`src/sv/sutf_pkg.sv`:
```
`timescale 1ns / 1ps

package sutf_pkg;

  // Identifier and data length of the text-formatting element.
  localparam logic [7:0] FmtIei  = 8'h0a;
  localparam logic [7:0] FmtIedl = 8'd3;

  // A message shorter than this never reports a hit.
  localparam logic [8:0] MinOctets = 9'd6;

  // The octet count saturates here; the header end never exceeds it.
  localparam logic [8:0] CountMax = 9'd256;

  // Phases of the element walk.
  typedef enum logic [2:0] {
    PhLenHdr = 3'd0,
    PhId     = 3'd1,
    PhLen    = 3'd2,
    PhValue  = 3'd3,
    PhDone   = 3'd4
  } phase_e;

  // One input item: a message octet and its last-octet flag.
  typedef struct packed {
    logic [7:0] data_byte;
    logic       last_byte;
  } in_item_t;

  // One result item.
  typedef struct packed {
    logic       found;
    logic [7:0] start_position;
    logic [7:0] formatted_length;
    logic [7:0] format_mode;
  } res_item_t;

endpackage

```
`src/sv/sutf_ie_walker.sv`:
```
`timescale 1ns / 1ps

module sutf_ie_walker (
  input  logic                clk_i,
  input  logic                rst_ni,
  input  logic                fire_i,
  input  sutf_pkg::in_item_t  item_i,
  output sutf_pkg::res_item_t res_o
);

  sutf_pkg::phase_e phase_q, phase_d;
  logic [8:0] count_q, count_d;
  logic [8:0] hdr_end_q, hdr_end_d;
  logic [7:0] remain_q, remain_d;
  logic       matches_q, matches_d;
  logic       walk_done_q, walk_done_d;
  logic       match_q, match_d;
  logic [7:0] cap_q [3];
  logic [7:0] cap_d [3];

  logic [7:0] din;
  logic [9:0] pos_p1;
  logic [7:0] remain_dec;
  logic [1:0] cap_idx;
  logic       ok;

  assign din    = item_i.data_byte;
  assign pos_p1 = {1'b0, count_q} + 10'd1;

  // Next state of the element walk for the octet in hand.
  always_comb begin
    phase_d     = phase_q;
    hdr_end_d   = hdr_end_q;
    remain_d    = remain_q;
    matches_d   = matches_q;
    walk_done_d = walk_done_q;
    match_d     = match_q;
    cap_d       = cap_q;
    remain_dec  = (remain_q != 8'd0) ? remain_q - 8'd1 : 8'd0;
    cap_idx     = 2'd3 - remain_q[1:0];

    case (phase_q)
      sutf_pkg::PhLenHdr: begin
        hdr_end_d = {1'b0, din} + 9'd1;
        matches_d = 1'b0;
        // The first element needs room for its identifier and length.
        if (hdr_end_d >= 9'd3) begin
          phase_d = sutf_pkg::PhId;
        end else begin
          walk_done_d = 1'b1;
          match_d     = 1'b0;
          phase_d     = sutf_pkg::PhDone;
        end
      end
      sutf_pkg::PhId: begin
        matches_d = (din == sutf_pkg::FmtIei);
        phase_d   = sutf_pkg::PhLen;
      end
      sutf_pkg::PhLen: begin
        if (pos_p1 + {2'b00, din} > {1'b0, hdr_end_q}) begin
          // The element runs past the header.
          walk_done_d = 1'b1;
          match_d     = 1'b0;
          phase_d     = sutf_pkg::PhDone;
        end else if (matches_q && din == sutf_pkg::FmtIedl) begin
          remain_d = sutf_pkg::FmtIedl;
          phase_d  = sutf_pkg::PhValue;
        end else begin
          matches_d = 1'b0;
          if (din == 8'd0) begin
            if (pos_p1 + 10'd2 <= {1'b0, hdr_end_q}) begin
              phase_d = sutf_pkg::PhId;
            end else begin
              walk_done_d = 1'b1;
              match_d     = 1'b0;
              phase_d     = sutf_pkg::PhDone;
            end
          end else begin
            remain_d = din;
            phase_d  = sutf_pkg::PhValue;
          end
        end
      end
      sutf_pkg::PhValue: begin
        if (matches_q && remain_q >= 8'd1 && remain_q <= 8'd3) begin
          cap_d[cap_idx] = din;
        end
        remain_d = remain_dec;
        if (remain_dec == 8'd0) begin
          if (matches_q) begin
            walk_done_d = 1'b1;
            match_d     = 1'b1;
            phase_d     = sutf_pkg::PhDone;
          end else begin
            matches_d = 1'b0;
            if (pos_p1 + 10'd2 <= {1'b0, hdr_end_q}) begin
              phase_d = sutf_pkg::PhId;
            end else begin
              walk_done_d = 1'b1;
              match_d     = 1'b0;
              phase_d     = sutf_pkg::PhDone;
            end
          end
        end
      end
      default: begin
        // Walk over: octets are ignored until the last one.
      end
    endcase

    count_d = (count_q == sutf_pkg::CountMax) ? count_q : count_q + 9'd1;
  end

  // The result looks at the state as it stands after this octet.
  always_comb begin
    ok = match_d && walk_done_d && (count_d >= sutf_pkg::MinOctets) &&
         (hdr_end_d <= count_d);
    res_o.found            = ok;
    res_o.start_position   = ok ? cap_d[0] : 8'd0;
    res_o.formatted_length = ok ? cap_d[1] : 8'd0;
    res_o.format_mode      = ok ? cap_d[2] : 8'd0;
  end

  // Walk state; the last octet of a message returns it to reset.
  always_ff @(posedge clk_i or negedge rst_ni) begin
    if (!rst_ni) begin
      phase_q     <= sutf_pkg::PhLenHdr;
      count_q     <= 9'd0;
      hdr_end_q   <= 9'd0;
      remain_q    <= 8'd0;
      matches_q   <= 1'b0;
      walk_done_q <= 1'b0;
      match_q     <= 1'b0;
      cap_q[0]    <= 8'd0;
      cap_q[1]    <= 8'd0;
      cap_q[2]    <= 8'd0;
    end else if (fire_i) begin
      if (item_i.last_byte) begin
        phase_q     <= sutf_pkg::PhLenHdr;
        count_q     <= 9'd0;
        hdr_end_q   <= 9'd0;
        remain_q    <= 8'd0;
        matches_q   <= 1'b0;
        walk_done_q <= 1'b0;
        match_q     <= 1'b0;
        cap_q[0]    <= 8'd0;
        cap_q[1]    <= 8'd0;
        cap_q[2]    <= 8'd0;
      end else begin
        phase_q     <= phase_d;
        count_q     <= count_d;
        hdr_end_q   <= hdr_end_d;
        remain_q    <= remain_d;
        matches_q   <= matches_d;
        walk_done_q <= walk_done_d;
        match_q     <= match_d;
        cap_q       <= cap_d;
      end
    end
  end

endmodule

```
`src/sv/sms_udh_text_format_parser.sv`:
```
`timescale 1ns / 1ps

// Channel | Direction | Handshake          | Payload
// in      | input     | in_valid_i / in_stall_o   | in_data_i  (data_byte, last_byte)
// out     | output    | out_valid_o / out_stall_i | out_data_o (found, start_position,
//         |           |                           |  formatted_length, format_mode)
//
// One octet is taken every cycle unless the input stalls. An accepted octet is held
// in the input register while the element walker works on it; a last octet's result
// is then registered in the output register.
// Reset clears the walk and the valid flags of the input and output registers.
// The input stalls only when a last octet waits and the output register still
// holds a result that is stalled; ordinary octets keep flowing meanwhile.

module sms_udh_text_format_parser (
  input  logic                clk_i,
  input  logic                rst_ni,
  input  logic                in_valid_i,
  output logic                in_stall_o,
  input  sutf_pkg::in_item_t  in_data_i,
  output logic                out_valid_o,
  input  logic                out_stall_i,
  output sutf_pkg::res_item_t out_data_o
);

  logic                s1_valid_q, s1_valid_d;
  sutf_pkg::in_item_t  s1_item_q;
  logic                s1_adv, s1_fire, in_accept;
  sutf_pkg::res_item_t res;
  logic                out_valid_q, out_valid_d;
  sutf_pkg::res_item_t out_data_q;

  // A held octet may move on unless it makes a result with nowhere to go.
  assign s1_adv     = !s1_item_q.last_byte || !(out_valid_q && out_stall_i);
  assign s1_fire    = s1_valid_q && s1_adv;
  assign in_stall_o = s1_valid_q && !s1_adv;
  assign in_accept  = in_valid_i && !in_stall_o;

  // Input register control.
  always_comb begin
    if (in_accept) begin
      s1_valid_d = 1'b1;
    end else if (s1_fire) begin
      s1_valid_d = 1'b0;
    end else begin
      s1_valid_d = s1_valid_q;
    end
  end

  always_ff @(posedge clk_i or negedge rst_ni) begin
    if (!rst_ni) begin
      s1_valid_q <= 1'b0;
    end else begin
      s1_valid_q <= s1_valid_d;
    end
  end

  always_ff @(posedge clk_i) begin
    if (in_accept) begin
      s1_item_q <= in_data_i;
    end
  end

  sutf_ie_walker u_walker (
    .clk_i  (clk_i),
    .rst_ni (rst_ni),
    .fire_i (s1_fire),
    .item_i (s1_item_q),
    .res_o  (res)
  );

  // Output register control.
  always_comb begin
    if (s1_fire && s1_item_q.last_byte) begin
      out_valid_d = 1'b1;
    end else if (!out_stall_i) begin
      out_valid_d = 1'b0;
    end else begin
      out_valid_d = out_valid_q;
    end
  end

  always_ff @(posedge clk_i or negedge rst_ni) begin
    if (!rst_ni) begin
      out_valid_q <= 1'b0;
    end else begin
      out_valid_q <= out_valid_d;
    end
  end

  always_ff @(posedge clk_i) begin
    if (s1_fire && s1_item_q.last_byte) begin
      out_data_q <= res;
    end
  end

  assign out_valid_o = out_valid_q;
  assign out_data_o  = out_data_q;

endmodule

```
`config.mk`:
```
export PLATFORM = sky130hd
export DESIGN_NAME = sms_udh_text_format_parser
export DESIGN_NICKNAME = d
export VERILOG_FILES = /design/src/sv/sutf_pkg.sv /design/src/sv/sutf_ie_walker.sv /design/src/sv/sms_udh_text_format_parser.sv
export SDC_FILE = /design/constraint.sdc
export NUM_CORES = 1
export LEC_CHECK = 0
export BUFFER_PORTS_ARGS = -buffer_cell sky130_fd_sc_hd__buf_2
export CAP_MARGIN = 20
export CORE_UTILIZATION = 62
export CTS_CLUSTER_SIZE = 30
export DETAILED_ROUTE_END_ITERATION = 12
export HOLD_SLACK_MARGIN = 0.03
export PLACE_DENSITY = 0.87
export SYNTH_ARGS = -nofsm -noshare
export SYNTH_HDL_FRONTEND = slang
export SYNTH_SLANG_ARGS = --single-unit
```
`constraint.sdc`:
```
create_clock -name clk_i -period 5.05 [get_ports clk_i]
set_input_delay 1.01 -clock clk_i [delete_from_list [all_inputs] [get_ports clk_i]]
set_output_delay 1.01 -clock clk_i [all_outputs]
set_load 0.005 [all_outputs]
```
Yosys cells after proc, flatten, opt, wreduce, memory -nomap -nowiden
Index checks and enable logic that the tools add are counted.
W data, S select, Z words.

operators by class
  add/subtract/negate cells = 7
  $mul = 0
  div/mod/pow operators = 0
  $lt $le $gt $ge = 9
  equal/unequal tests = 11
  shift-type cells = 0
  muxes and demuxes = 53
  bitwise operators = 1
  reductions and logical operators = 27

operators by type and width
  cell                     number
  $mux W24                 3
  $mux W8                  6
  $mux W9                  4
  $mux W1                  25
  $bwmux W24               1
  $mux W3                  8
  $demux W8 S2             1
  $logic_not A8 Y1         2
  $pmux W8 S2              1
  $logic_and A1 B1 Y1      12
  $pmux W3 S4              1
  $add A10 B2 Y10 const B  1
  $add A10 B8 Y10          1
  $add A9 B1 Y10 const B   1
  $gt A10 B9 Y1            1
  $le A10 B9 Y1            1
  $add A8 B1 Y9 const B    1
  $add A9 B1 Y9 const B    1
  $eq A9 B9 Y1 const B     1
  $ge A9 B2 Y1 const B     1
  $ge A9 B3 Y1 const B     1
  $le A9 B9 Y1             1
  $eq A8 B2 Y1 const B     1
  $eq A8 B4 Y1 const B     1
  other kinds (25)         31

storage, ports and cells
  register bits after elaboration = 92
  latch bits = 0
  RAM bits = 0
  ROM bits = 0
  input port bits = 13
  output and inout port bits = 27
  logic and storage cells = 126
  memories kept = 0

Longest topological paths before layout
Gate-level depths: netlist of the first run.

  word-level depth = 11
  depth in mapped cells = 20
  gate-level depth less buffers = 19

Hierarchy
Synthesis of the first run repeated with hierarchy kept, for this count alone.

unflattened totals
  cells, all modules = 654
  area, all modules = 6413.7 um^2

by module, submodules not included
  module                      instances  cells an instance  area an instance (um^2)  sequential area each (um^2)
  sutf_ie_walker              1          608                5287.6                   1401.3
  sms_udh_text_format_parser  1          46                 1126.1                   1071.0

Worst setup path after synthesis of the first run
No wires, ideal clock.

  path type = register -> register
  start point = register u_walker.count_q[0]
  end point = register out_data_q, in the netlist out_data_o[5] (data pin)
  setup time = 0.277 ns
  data arrival time = 3.873 ns
  data required time = 4.773 ns
  slack = 0.900 ns
  cell stages (with the launch flop) = 18
  path buffers = 1
  clock period less this slack = 4.150 ns
  cell sequence = dfrtp_1 > ha_1 > nand4_1 > or2_2 > xor2_1 > inv_1 > ha_1 > a21oi_1 > nand2_1 > xor2_1 > ha_1 > a211o_1 > o221ai_1 > nand3_2 > o211a_1 > nor2_4 > buf_8 > nor4_4

between the ends
  cells in the longest elaborated chain, start to end = 11
  elaborated cells between the ends (all ways) = 27
  those cells by class = add/sub (4); order compare (4); eq/ne (1); mux (15); reduce/logical (3)

RTL lines
  item                               line                                        RTL
  from (decl)                        sutf_ie_walker.sv:12                        logic [8:0] count_q, count_d;
  from (signal assigned)             sutf_ie_walker.sv:151                       count_q <= count_d;
  $add A9 B1 Y10                     sutf_ie_walker.sv:28                        assign pos_p1 = {1'b0, count_q} + 10'd1;
  $add A10 B2 Y10                    sutf_ie_walker.sv:71, sutf_ie_walker.sv:96
  $le A10 B9 Y1                      sutf_ie_walker.sv:71, sutf_ie_walker.sv:96
  $mux W1                            sutf_ie_walker.sv:71, sutf_ie_walker.sv:96
  $mux W1                            sutf_ie_walker.sv:70                        if (din == 8'd0) begin
  $mux W1                            sutf_ie_walker.sv:65                        end else if (matches_q && din == sutf_pkg::FmtIedl) begin
  $mux W1                            sutf_ie_walker.sv:60                        if (pos_p1 + {2'b00, din} > {1'b0, hdr_end_q}) begin
  $pmux W1 S3                        sutf_ie_walker.sv:42                        case (phase_q)
  $logic_and A1 B1 Y1 (2 in series)  sutf_ie_walker.sv:116                       ok = match_d && walk_done_d && (count_d >= sutf_pkg::MinOctets) &&
  $logic_and A1 B1 Y1 (*)            sutf_ie_walker.sv:116
  to (signal assigned)               sms_udh_text_format_parser.sv:93            out_data_q <= res;
  to (decl)                          sms_udh_text_format_parser.sv:31            sutf_pkg::res_item_t out_data_q;

Mark *: on every way between the ends. The rest lies on a longest branch, timed or not.
A chain may end at the register's enable or synchronous reset.

Worst setup path in the final report of the first run
  start point = register u_walker.count_q[0]
  end point = register u_walker.remain_q[2]

between the ends
  cells in the longest elaborated chain, start to end = 5

RTL lines
  item                                line                   RTL
  $add A9 B1 Y10                      sutf_ie_walker.sv:28
  $add A10 B8 Y10                     sutf_ie_walker.sv:60
  $gt A10 B9 Y1                       sutf_ie_walker.sv:60
  $ne A3 B3 Y1 (no source line)       --
  $reduce_and A4 Y1 (no source line)  --
  to (signal assigned)                sutf_ie_walker.sv:153  remain_q <= remain_d;
  to (decl)                           sutf_ie_walker.sv:14   logic [7:0] remain_q, remain_d;

Every way passes these cells.

==> results of run 1 <==
[cell type report]
| class | count | area, sq um | area share [%] |
|---|---|---|---|
| Clock buffer | 10 | 128 | 1.81 |
| Tap cell | 136 | 170 | 2.42 |
| Clock inverter | 6 | 71.3 | 1.01 |
| Sequential cell | 92 | 2470 | 35.1 |
| Multi-Input combinational cell | 524 | 3730 | 53.1 |
| Timing Repair Buffer | 54 | 333 | 4.73 |
| Inverter | 34 | 128 | 1.81 |
[cells in the mapped netlist, types with 15 or more instances]
master	count	share of area, %
nor2_1	25	1.4
nand3_1	15	1.1
dfrtp_1	58	22
ha_1	45	8.5
o21ai_0	57	4.3
and2_1	17	1.6
xnor2_1	16	2.1
edfxtp_1	34	15
nand2_1	101	5.8
a21oi_1	50	3.8
inv_1	34	1.9
clkbuf_1	18	1.0
[final timing paths]
| kind | startpoint | endpoint | cells past startpoint |
|---|---|---|---|
| worst max-delay path | u_walker.count_q[0] | u_walker.remain_q[2] | 16 |
| worst min-delay path | u_walker.cap_q[8] | u_walker.cap_q[8] | 2 |
| worst max register to register | u_walker.count_q[0] | u_walker.remain_q[2] | 16 |
| worst min register to register | u_walker.cap_q[8] | u_walker.cap_q[8] | 2 |
| max in group asynchronous | rst_ni | u_walker.cap_q[8] | 2 |
| min in group asynchronous | rst_ni | s1_valid_q | 2 |
[sequential cells by signal, summed over array words and instances (netlist names)]
register and cells:
u_walker.walk_done_q 1, u_walker.phase_q 3, u_walker.count_q 9, u_walker.remain_q 8, u_walker.match_q 1, out_data_o 25, s1_valid_q 1, out_valid_o 1
u_walker.matches_q 1, u_walker.hdr_end_q 9, s1_item_q 9, u_walker.cap_q 24
[power breakdown]
part	total (mW)	switching [mW]	internal (mW)
Clock	0.515	0.282	0.234
Sequential	0.975	0.116	0.859
Combinational	1.38	0.839	0.545
Total	2.87	1.24	1.64
[layer usage]
layer / vias to the layer above / wire (um) / GRT usage, %
li1: 2561 / - / -
met1: 2633 / 6840 / 40.9
met2: 260 / 7780 / 49.9
met3: 39 / 1520 / 7.80
met4: 0 / 497 / 12.1
met5: - / 0 / 0
[through the flow]
stage                     power (mW)  instances  instance area, sq um
after floorplan                 2.03        693                  6590
after global placement          2.29        839                  6820
after detailed placement        2.33        839                  6820
after CTS                       2.85        855                  7020
after global routing            3.04        856                  7040
final                           2.87        856                  7040
[worst min-delay path: stages, from the launching register on]
cell	delay [ns]
dfrtp_1	0.34
nand2_1	0.04
o21ai_0	0.06
[cell families (layout without fill, tap and decap cells)]
logic type                 after synthesis  after routing  share of synthesized area [%]
xor gates and xnor gates                29             29                           3.97
AOI/OAI and AO/OA                      198            198                           21.3
muxes                                    5              5                          0.760
buffers and inverters                   77            104                           5.98
DFF                                     92             92                           37.5
adders and majority gates               46             46                           8.85
and+or+nand+nor                        246            246                           21.6
==> impl_results.md, run 1 <==
- CTS buffer count: 9
- WL/cell: 19.4 um
- Nets: 774
- Post-synth EDFFs: 34
- Root Driver: clkbuf_8
- Total GRT Usage: 31.2%
- Initial Util: 63.8%
- Setup TNS: 0 ns
- Fraction of layout cells with a size suffix above 1: 16.3%
- Crit-path max cell delay: 0.47 ns
- Fin crit share: 95.1%
- First-pass GRT wire length: 26600 um
- CP Max Fanout: 7
- CTS sink count: 92
- Hold_ws: 0.479 ns
- R2R Setup Slk: 0.25 ns
- Max Clock Skew: 0.0135 ns
- Number of buffers and inverters on the critical path: 1
- Place WS: 0.169 ns
- # rows: 37
- Avg Inst Size Synth: 9.51 sq um
- Initial antenna violation count: 0
- Startpoint types: flip-flop
- Drt total wl: 16600 um
- Cell family with most CP delay: compound AO/OA/AOI/OAI gates
- Most common cell after layout, fill and taps aside: nand2_1
- Synth Flop Type: dfrtp_1
- Critical path's slowest cell: dfrtp_1
- Worst min path class: flip-flop to flip-flop
- Setup WS post-layout: 0.246 ns
- Mapped Area: 6590 sq um
- Worst path cell trace: ha_1 > nand4_1 > or2_2 > xor2_1 > inv_1 > ha_1 > a21oi_1 > nand2_1 > xor2_1 > ha_1 > a211o_1 > o221ai_1 > nand3_2 > o41ai_2 > o21ai_1 > a22o_1
- Number of post-CTS setup repair buffers: 0
- FILL cells: 763
- Routed vias: 5493
- 1st-iter DRT viols: 546
- Vias/cell: 6.42
- CTS tree: done
- PwrDens: 409 nW/um^2
- Slew HR: 29.4%
- Worst slew pin tran: 1.06 ns
- Final max-slew violation count: 0
- ANT cells: 0
- Die X: 105 um
- Cell count after synthesis: 693
- Core area: 10300 sq um
- Post-CTS sizing: 0
- Maximum clock rate: 0.208 GHz
- Min Tclk post-route: 4.80 ns
- Area growth syn-to-layout: 6.78%
- Status: finished clean
- Top cell by count, worst path: ha_1
- Peak VDD IR: 0.000268 V
- Cell variety after synth: 88
- Ys async rst share: 63.0%
- Vias in the first global route: 5269
- Max-cap viol count: 0
- Die Area: 11000 sq um
- Clock latency on the worst-skew pair: 0.38 ns
- Sequential-to-total area share from yosys stat: 37.5%
- Crit Path Category: flip-flop to flip-flop
- Clk slew on worst S/H paths: 0.09 ns
- Final core utilization: 68.1%
- Final hold vios: 0
- Mapped Nets: 752
- DRC viols: 0
- WP data required: 5.31 ns
- CTS Hold Bufs: 0
- P_leak: 2.86 nW
- YS warnings: 0
- Most frequent cells in the layout: nand2_1 (101), dfrtp_1 (58), o21ai_0 (57)
- RSZ-0062 raised after global routing: false
- Largest net degree at the start of global routing: 59
- I/O pins: 40
- Worst Setup End Kind: flip-flop
- Port Buf Inserts: 39
- Post-synthesis register bit count: 92
- GP Congestion: 0.952
- Grt ovf: 0
- TritonRoute pass-1 iters: 5
- Clk buf depth: 2
- DRT antenna net count: 0
- Final setup viols: 0
- Die span in y: 105 um
- Htree depth: 3
- Worst path arrival time: 5.07 ns
- DP HPWL: 11600 um
(Power assumes the default switching activity.)
==> inputs of run 2 (changes only) <==
- SETUP_SLACK_MARGIN: unset -> 0.5
- SLEW_MARGIN: unset -> 15
==> impl_results.md, run 2 (synthesized netlist as in run 1, its figures left out) <==
- Status: finished clean
- Startpoint types: flip-flop
- Clock latency on the worst-skew pair: 0.38 ns
- Max reg flops: 25
- Grt ovf: 0
- Total GRT Usage: 31.8%
- WL/cell: 20.8 um
- Critical path's slowest cell: dfrtp_1
- Max-cap viol count: 0
- Port Buf Inserts: 39
- Most common cell after layout, fill and taps aside: nand2_1
- CTS sink count: 92
- Worst path cell trace: ha_4 > xor2_2 > buf_4 > ha_1 > nand2_1 > mux2i_1 > and4_2 > xnor2_1 > ha_1 > a2111oi_4 > o221ai_1 > a32oi_2 > a21oi_2 > o22ai_4 > buf_4 > a21oi_4 > a2111oi_4
- DP HPWL: 11600 um
- 1st-iter DRT viols: 590
- CP Max Fanout: 7
- Largest net degree at the start of global routing: 59
- FILL cells: 711
- TritonRoute pass-1 iters: 6
- Storage element area: 2470 sq um
- GP Congestion: 0.952
- Initial Util: 63.8%
- Final hold vios: 0
- WP data required: 5.23 ns
- Die X: 105 um
- Die span in y: 105 um
- Most frequent cells in the layout: nand2_1 (101), dfrtp_1 (57), o21ai_0 (56)
- CTS buffer count: 9
- Cell family with most CP delay: compound AO/OA/AOI/OAI gates
- P_leak: 2.94 nW
- Vias in the first global route: 5366
- Drt total wl: 18100 um
- Fraction of layout cells with a size suffix above 1: 19.9%
- Final setup viols: 0
- Min Tclk post-route: 4.45 ns
- Final max-slew violation count: 0
- Maximum clock rate: 0.225 GHz
- # rows: 37
- Worst min path class: flip-flop to flip-flop
- First-pass GRT wire length: 27100 um
- Die Area: 11000 sq um
- Clk slew on worst S/H paths: 0.10 ns
- Clk buf depth: 2
- Slew HR: 20.1%
- Crit-path max cell delay: 0.47 ns
- CTS tree: done
- Number of buffers and inverters on the critical path: 2
- Vias/cell: 6.66
- Htree depth: 3
- Initial antenna violation count: 0
- Peak VDD IR: 0.000274 V
- Max Clock Skew: 0.0131 ns
- I/O pins: 40
- Worst slew pin tran: 1.20 ns
- Core area: 10300 sq um
- PwrDens: 414 nW/um^2
- Routed vias: 5785
- Final Power: 3.03 mW
- Area of the multi-input gates: 3940 sq um
- Hold_ws: 0.481 ns
- Worst Setup End Kind: flip-flop
- DRC viols: 0
- Worst path arrival time: 4.63 ns
- DRT antenna net count: 0
- Area growth syn-to-layout: 11.1%
- Setup TNS: 0 ns
- ANT cells: 0
- Root Driver: clkbuf_8
- Nets: 787
- RSZ-0062 raised after global routing: false
- Crit Path Category: flip-flop to flip-flop
- Fin crit share: 88.1%
run 2: cell types whose count changed in the layout (fill, tap and decap cells not counted), sizes merged:
| cell | change |
|---|---|
| a21oi | +3 |
| buf | +9 |
| clkbuf | +1 |
run 2: what timing repair did:
| action | CTS | global route |
|---|---|---|
| hold buffers | 0 | 0 |
| pin swaps | 2 | 4 |
| setup buffers | 3 | 7 |
| gates cloned | 1 | 3 |
| setup endpoints to repair | 33 | 37 |
| resized for setup | 7 | 20 |
run 2: path summary, 6_finish.rpt:
check | startpoint | end | slack [ns] | depth (start not counted)
worst min register to register | u_walker.cap_q[8] | u_walker.cap_q[8] | 0.48 | 2
min in group asynchronous | rst_ni | u_walker.hdr_end_q[4] | 0.78 | 2
worst min-delay path | u_walker.cap_q[8] | u_walker.cap_q[8] | 0.48 | 2
max in group asynchronous | rst_ni | u_walker.count_q[0] | 3.66 | 2
worst max-delay path | u_walker.count_q[1] | out_data_o[21] | 0.60 | 17
worst max register to register | u_walker.count_q[1] | out_data_o[21] | 0.60 | 17
run 2: worst reg2reg max path, cell delays in order (launching register included):
cell and delay [ns]:
dfrtp_1 0.47, ha_4 0.22, xor2_2 0.20, buf_4 0.15
ha_1 0.20, nand2_1 0.08, mux2i_1 0.19, and4_2 0.28
xnor2_1 0.08, ha_1 0.37, a2111oi_4 0.37, o221ai_1 0.21
a32oi_2 0.38, a21oi_2 0.13, o22ai_4 0.17, buf_4 0.19
a21oi_4 0.16, a2111oi_4 0.41
run 2: power breakdown:
part	switching, mW	internal (mW)	total, mW	leakage [nW]
combinational	0.922	0.612	1.53	1.74
sequential	0.120	0.859	0.980	1.12
clock	0.286	0.234	0.519	0.0935
run 2: per-layer routing:
metal	share of wire [%]	track usage, %	up-vias
li1	-	-	2598
met1	39	42.2	2728
met2	46	50.3	383
met3	11	7.30	76
met4	4.4	13.4	0
met5	0	0	-
run 2: stage by stage:
| stage | instance area [sq um] | cells | utilization [%] | worst slack [ns] |
|---|---|---|---|---|
| after global placement | 6820 | 839 | 66.0 | 0.329 |
| after floorplan | 6590 | 693 | - | 0.900 |
| final | 7320 | 869 | 70.9 | 0.603 |
| after global routing | 7320 | 869 | 70.9 | 0.477 |
| after CTS | 7100 | 859 | 68.7 | 0.516 |
| after detailed placement | 6820 | 839 | 66.0 | 0.169 |
run 2: area by class of cell:
| type | instances | area share [%] |
|---|---|---|
| multi-input cells | 527 | 53.8 |
| clock inverters | 6 | 0.974 |
| clock buffers | 10 | 1.74 |
| well taps | 136 | 2.32 |
| inverters | 34 | 1.74 |
| repair buffers | 64 | 5.64 |
| flip-flops and latches | 92 | 33.8 |
==> inputs of run 3 (changes only) <==
- CORE_ASPECT_RATIO: unset -> 0.6
- SLEW_MARGIN: 15 -> unset
==> impl_results.md, run 3 (synthesized netlist as in run 1, its figures left out) <==
- Status: finished clean
- GP Congestion: 1.02
- Storage element area: 2480 sq um
- Startpoint types: flip-flop
- Total GRT Usage: 35.1%
- WL/cell: 21.9 um
- Worst slew pin tran: 1.14 ns
- Peak VDD IR: 0.000270 V
- Die X: 135 um
- DRT antenna net count: 0
- Drt total wl: 18900 um
- Core area: 10100 sq um
- Non-Filler Instances: 861
- Hold Path Cell Cnt: 2
- Crit-path max cell delay: 0.45 ns
- Hold endpoint: u_walker.cap_q[2]
- DRC viols: 0
- Crit Path Category: flip-flop to flip-flop
- Fraction of layout cells with a size suffix above 1: 19.3%
- Area of the multi-input gates: 3850 sq um
- Routed vias: 5825
- Port Buf Inserts: 39
- Initial antenna violation count: 0
- Worst flop-to-flop path endpoint: out_data_o[16]
- # rows: 28
- Max reg flops: 25
- Clk buf depth: 2
- Max Clock Skew: 0.00913 ns
- RSZ-0062 raised after global routing: true
- Wl on met1: 8170 um
- ANT cells: 0
- Worst path arrival time: 4.55 ns
- Worst path cell trace: ha_4 > nand4_1 > or2_2 > xor2_2 > inv_1 > ha_1 > a21oi_2 > nand2_1 > xor2_1 > ha_1 > a211o_1 > o221ai_2 > nand4_1 > o22ai_2 > a21oi_4 > buf_12 > a2111oi_1
- Htree depth: 3
- Initial Util: 65.3%
- Clk slew on worst S/H paths: 0.07 ns
- Met2 wire len: 7440 um
- Max-cap viol count: 0
- Most common cell after layout, fill and taps aside: nand2_1
- Clock latency on the worst-skew pair: 0.35 ns
- Worst min path class: flip-flop to flip-flop
- P_leak: 2.96 nW
- Vias in the first global route: 5290
- CTS sink count: 92
- Setup TNS: 0 ns
- WP data required: 5.17 ns
- 1st-iter DRT viols: 795
- Worst r2r path cells: 17
- Vias/cell: 6.77
- CTS Hold Bufs: 0
- TritonRoute pass-1 iters: 7
- Nets: 780
- Area growth syn-to-layout: 11.1%
- Die Area: 11100 sq um
- Largest net degree at the start of global routing: 59
- CTS tree: done
- First-pass GRT wire length: 28600 um
- Slew HR: 23.9%
- CP Max Fanout: 26
- Root Driver: clkbuf_16
- Final hold vios: 0
- Min Tclk post-route: 4.43 ns
- Critical path's slowest cell: dfrtp_2
- Place WS: 0.350 ns
- CTS buffer count: 9
- R2R Setup Slk: 0.62 ns
- Fin crit share: 87.8%
- I/O pins: 40
- PwrDens: 445 nW/um^2
- DR WL met3: 2830 um
- DP HPWL: 13000 um
- Grt ovf: 0
- Placed Cells: 840
- Final setup viols: 0
- Worst min-delay path startpoint: u_walker.cap_q[2]
- Top Metal Used: met4
- Worst Setup End Kind: flip-flop
- Die span in y: 81.9 um
- Final max-slew violation count: 0
- Maximum clock rate: 0.226 GHz
- Most frequent cells in the layout: nand2_1 (101), o21ai_0 (56), dfrtp_1 (55)
- Setup WS post-layout: 0.616 ns
- Reg2reg start: u_walker.count_q[0]
- FILL cells: 703
[run 3: cell count changes in the layout (fill, tap and decap cells not counted), sizes merged]
cell	delta
a21oi	-3
buf	-4
clkinvlp	-2
inv	+2
[run 3: area by class of cell]
cell class,count,area share [%]
Clock buffer,10,3.13
Clock inverter,6,0.975
Inverter,34,1.74
Multi-Input combinational cell,524,52.6
Sequential cell,92,33.8
Tap cell,135,2.31
Timing Repair Buffer,60,5.45
[run 3: worst max path at each step]
stage | start | endpoint | slack (ns) | cells after the start
after floorplan | u_walker.count_q[0] | out_data_o[5] | 0.90 | 17
after global placement | u_walker.count_q[0] | u_walker.remain_q[2] | 0.53 | 16
after detailed placement | u_walker.count_q[0] | out_data_o[16] | 0.35 | 16
after CTS | u_walker.count_q[0] | out_data_o[16] | 0.52 | 16
after global routing | u_walker.count_q[0] | out_data_o[16] | 0.48 | 17
final | u_walker.count_q[0] | out_data_o[16] | 0.62 | 17
[run 3: metrics by stage]
stage               util (%)  cell area [sq um]  power [mW]  hold WS, ns
floorplan                  -               6590        2.03        0.442
detailed placement      67.8               6840        2.37        0.464
global placement        67.8               6840        2.32        0.455
global route            72.5               7320        3.40        0.496
CTS                     71.0               7160        3.08        0.479
finish                  72.5               7320        3.25        0.477
[run 3: repair_timing]
item | in CTS | in global routing
buffers inserted | 0 | 3
gates cloned | 0 | 2
pin swaps | 0 | 3
endpoints found under the hold margin | 0 | 0
setup endpoints to repair | 32 | 36
gates resized for setup | 4 | 20
[run 3: critical path: cells and delay by family (launching register included)]
| kind | cells | cell delay (ns) |
|---|---|---|
| flops | 1 | 0.45 |
| compound gates | 6 | 1.44 |
| buf+inv | 2 | 0.31 |
| fa+ha+maj | 3 | 0.90 |
| xor+xnor | 2 | 0.38 |
| simple gates | 4 | 0.73 |
[run 3: per-layer routing]
layer  vias to the layer above  GRT usage [%]
li1                       2575              -
met1                      2737           52.4
met2                       455           47.3
met3                        58           12.2
met4                         0           9.55
met5                         -              0
[run 3: power by group]
group,internal (mW),switching (mW),leakage [nW]
Sequential,0.861,0.131,1.11
Combinational,0.623,0.932,1.71
Clock,0.392,0.316,0.147
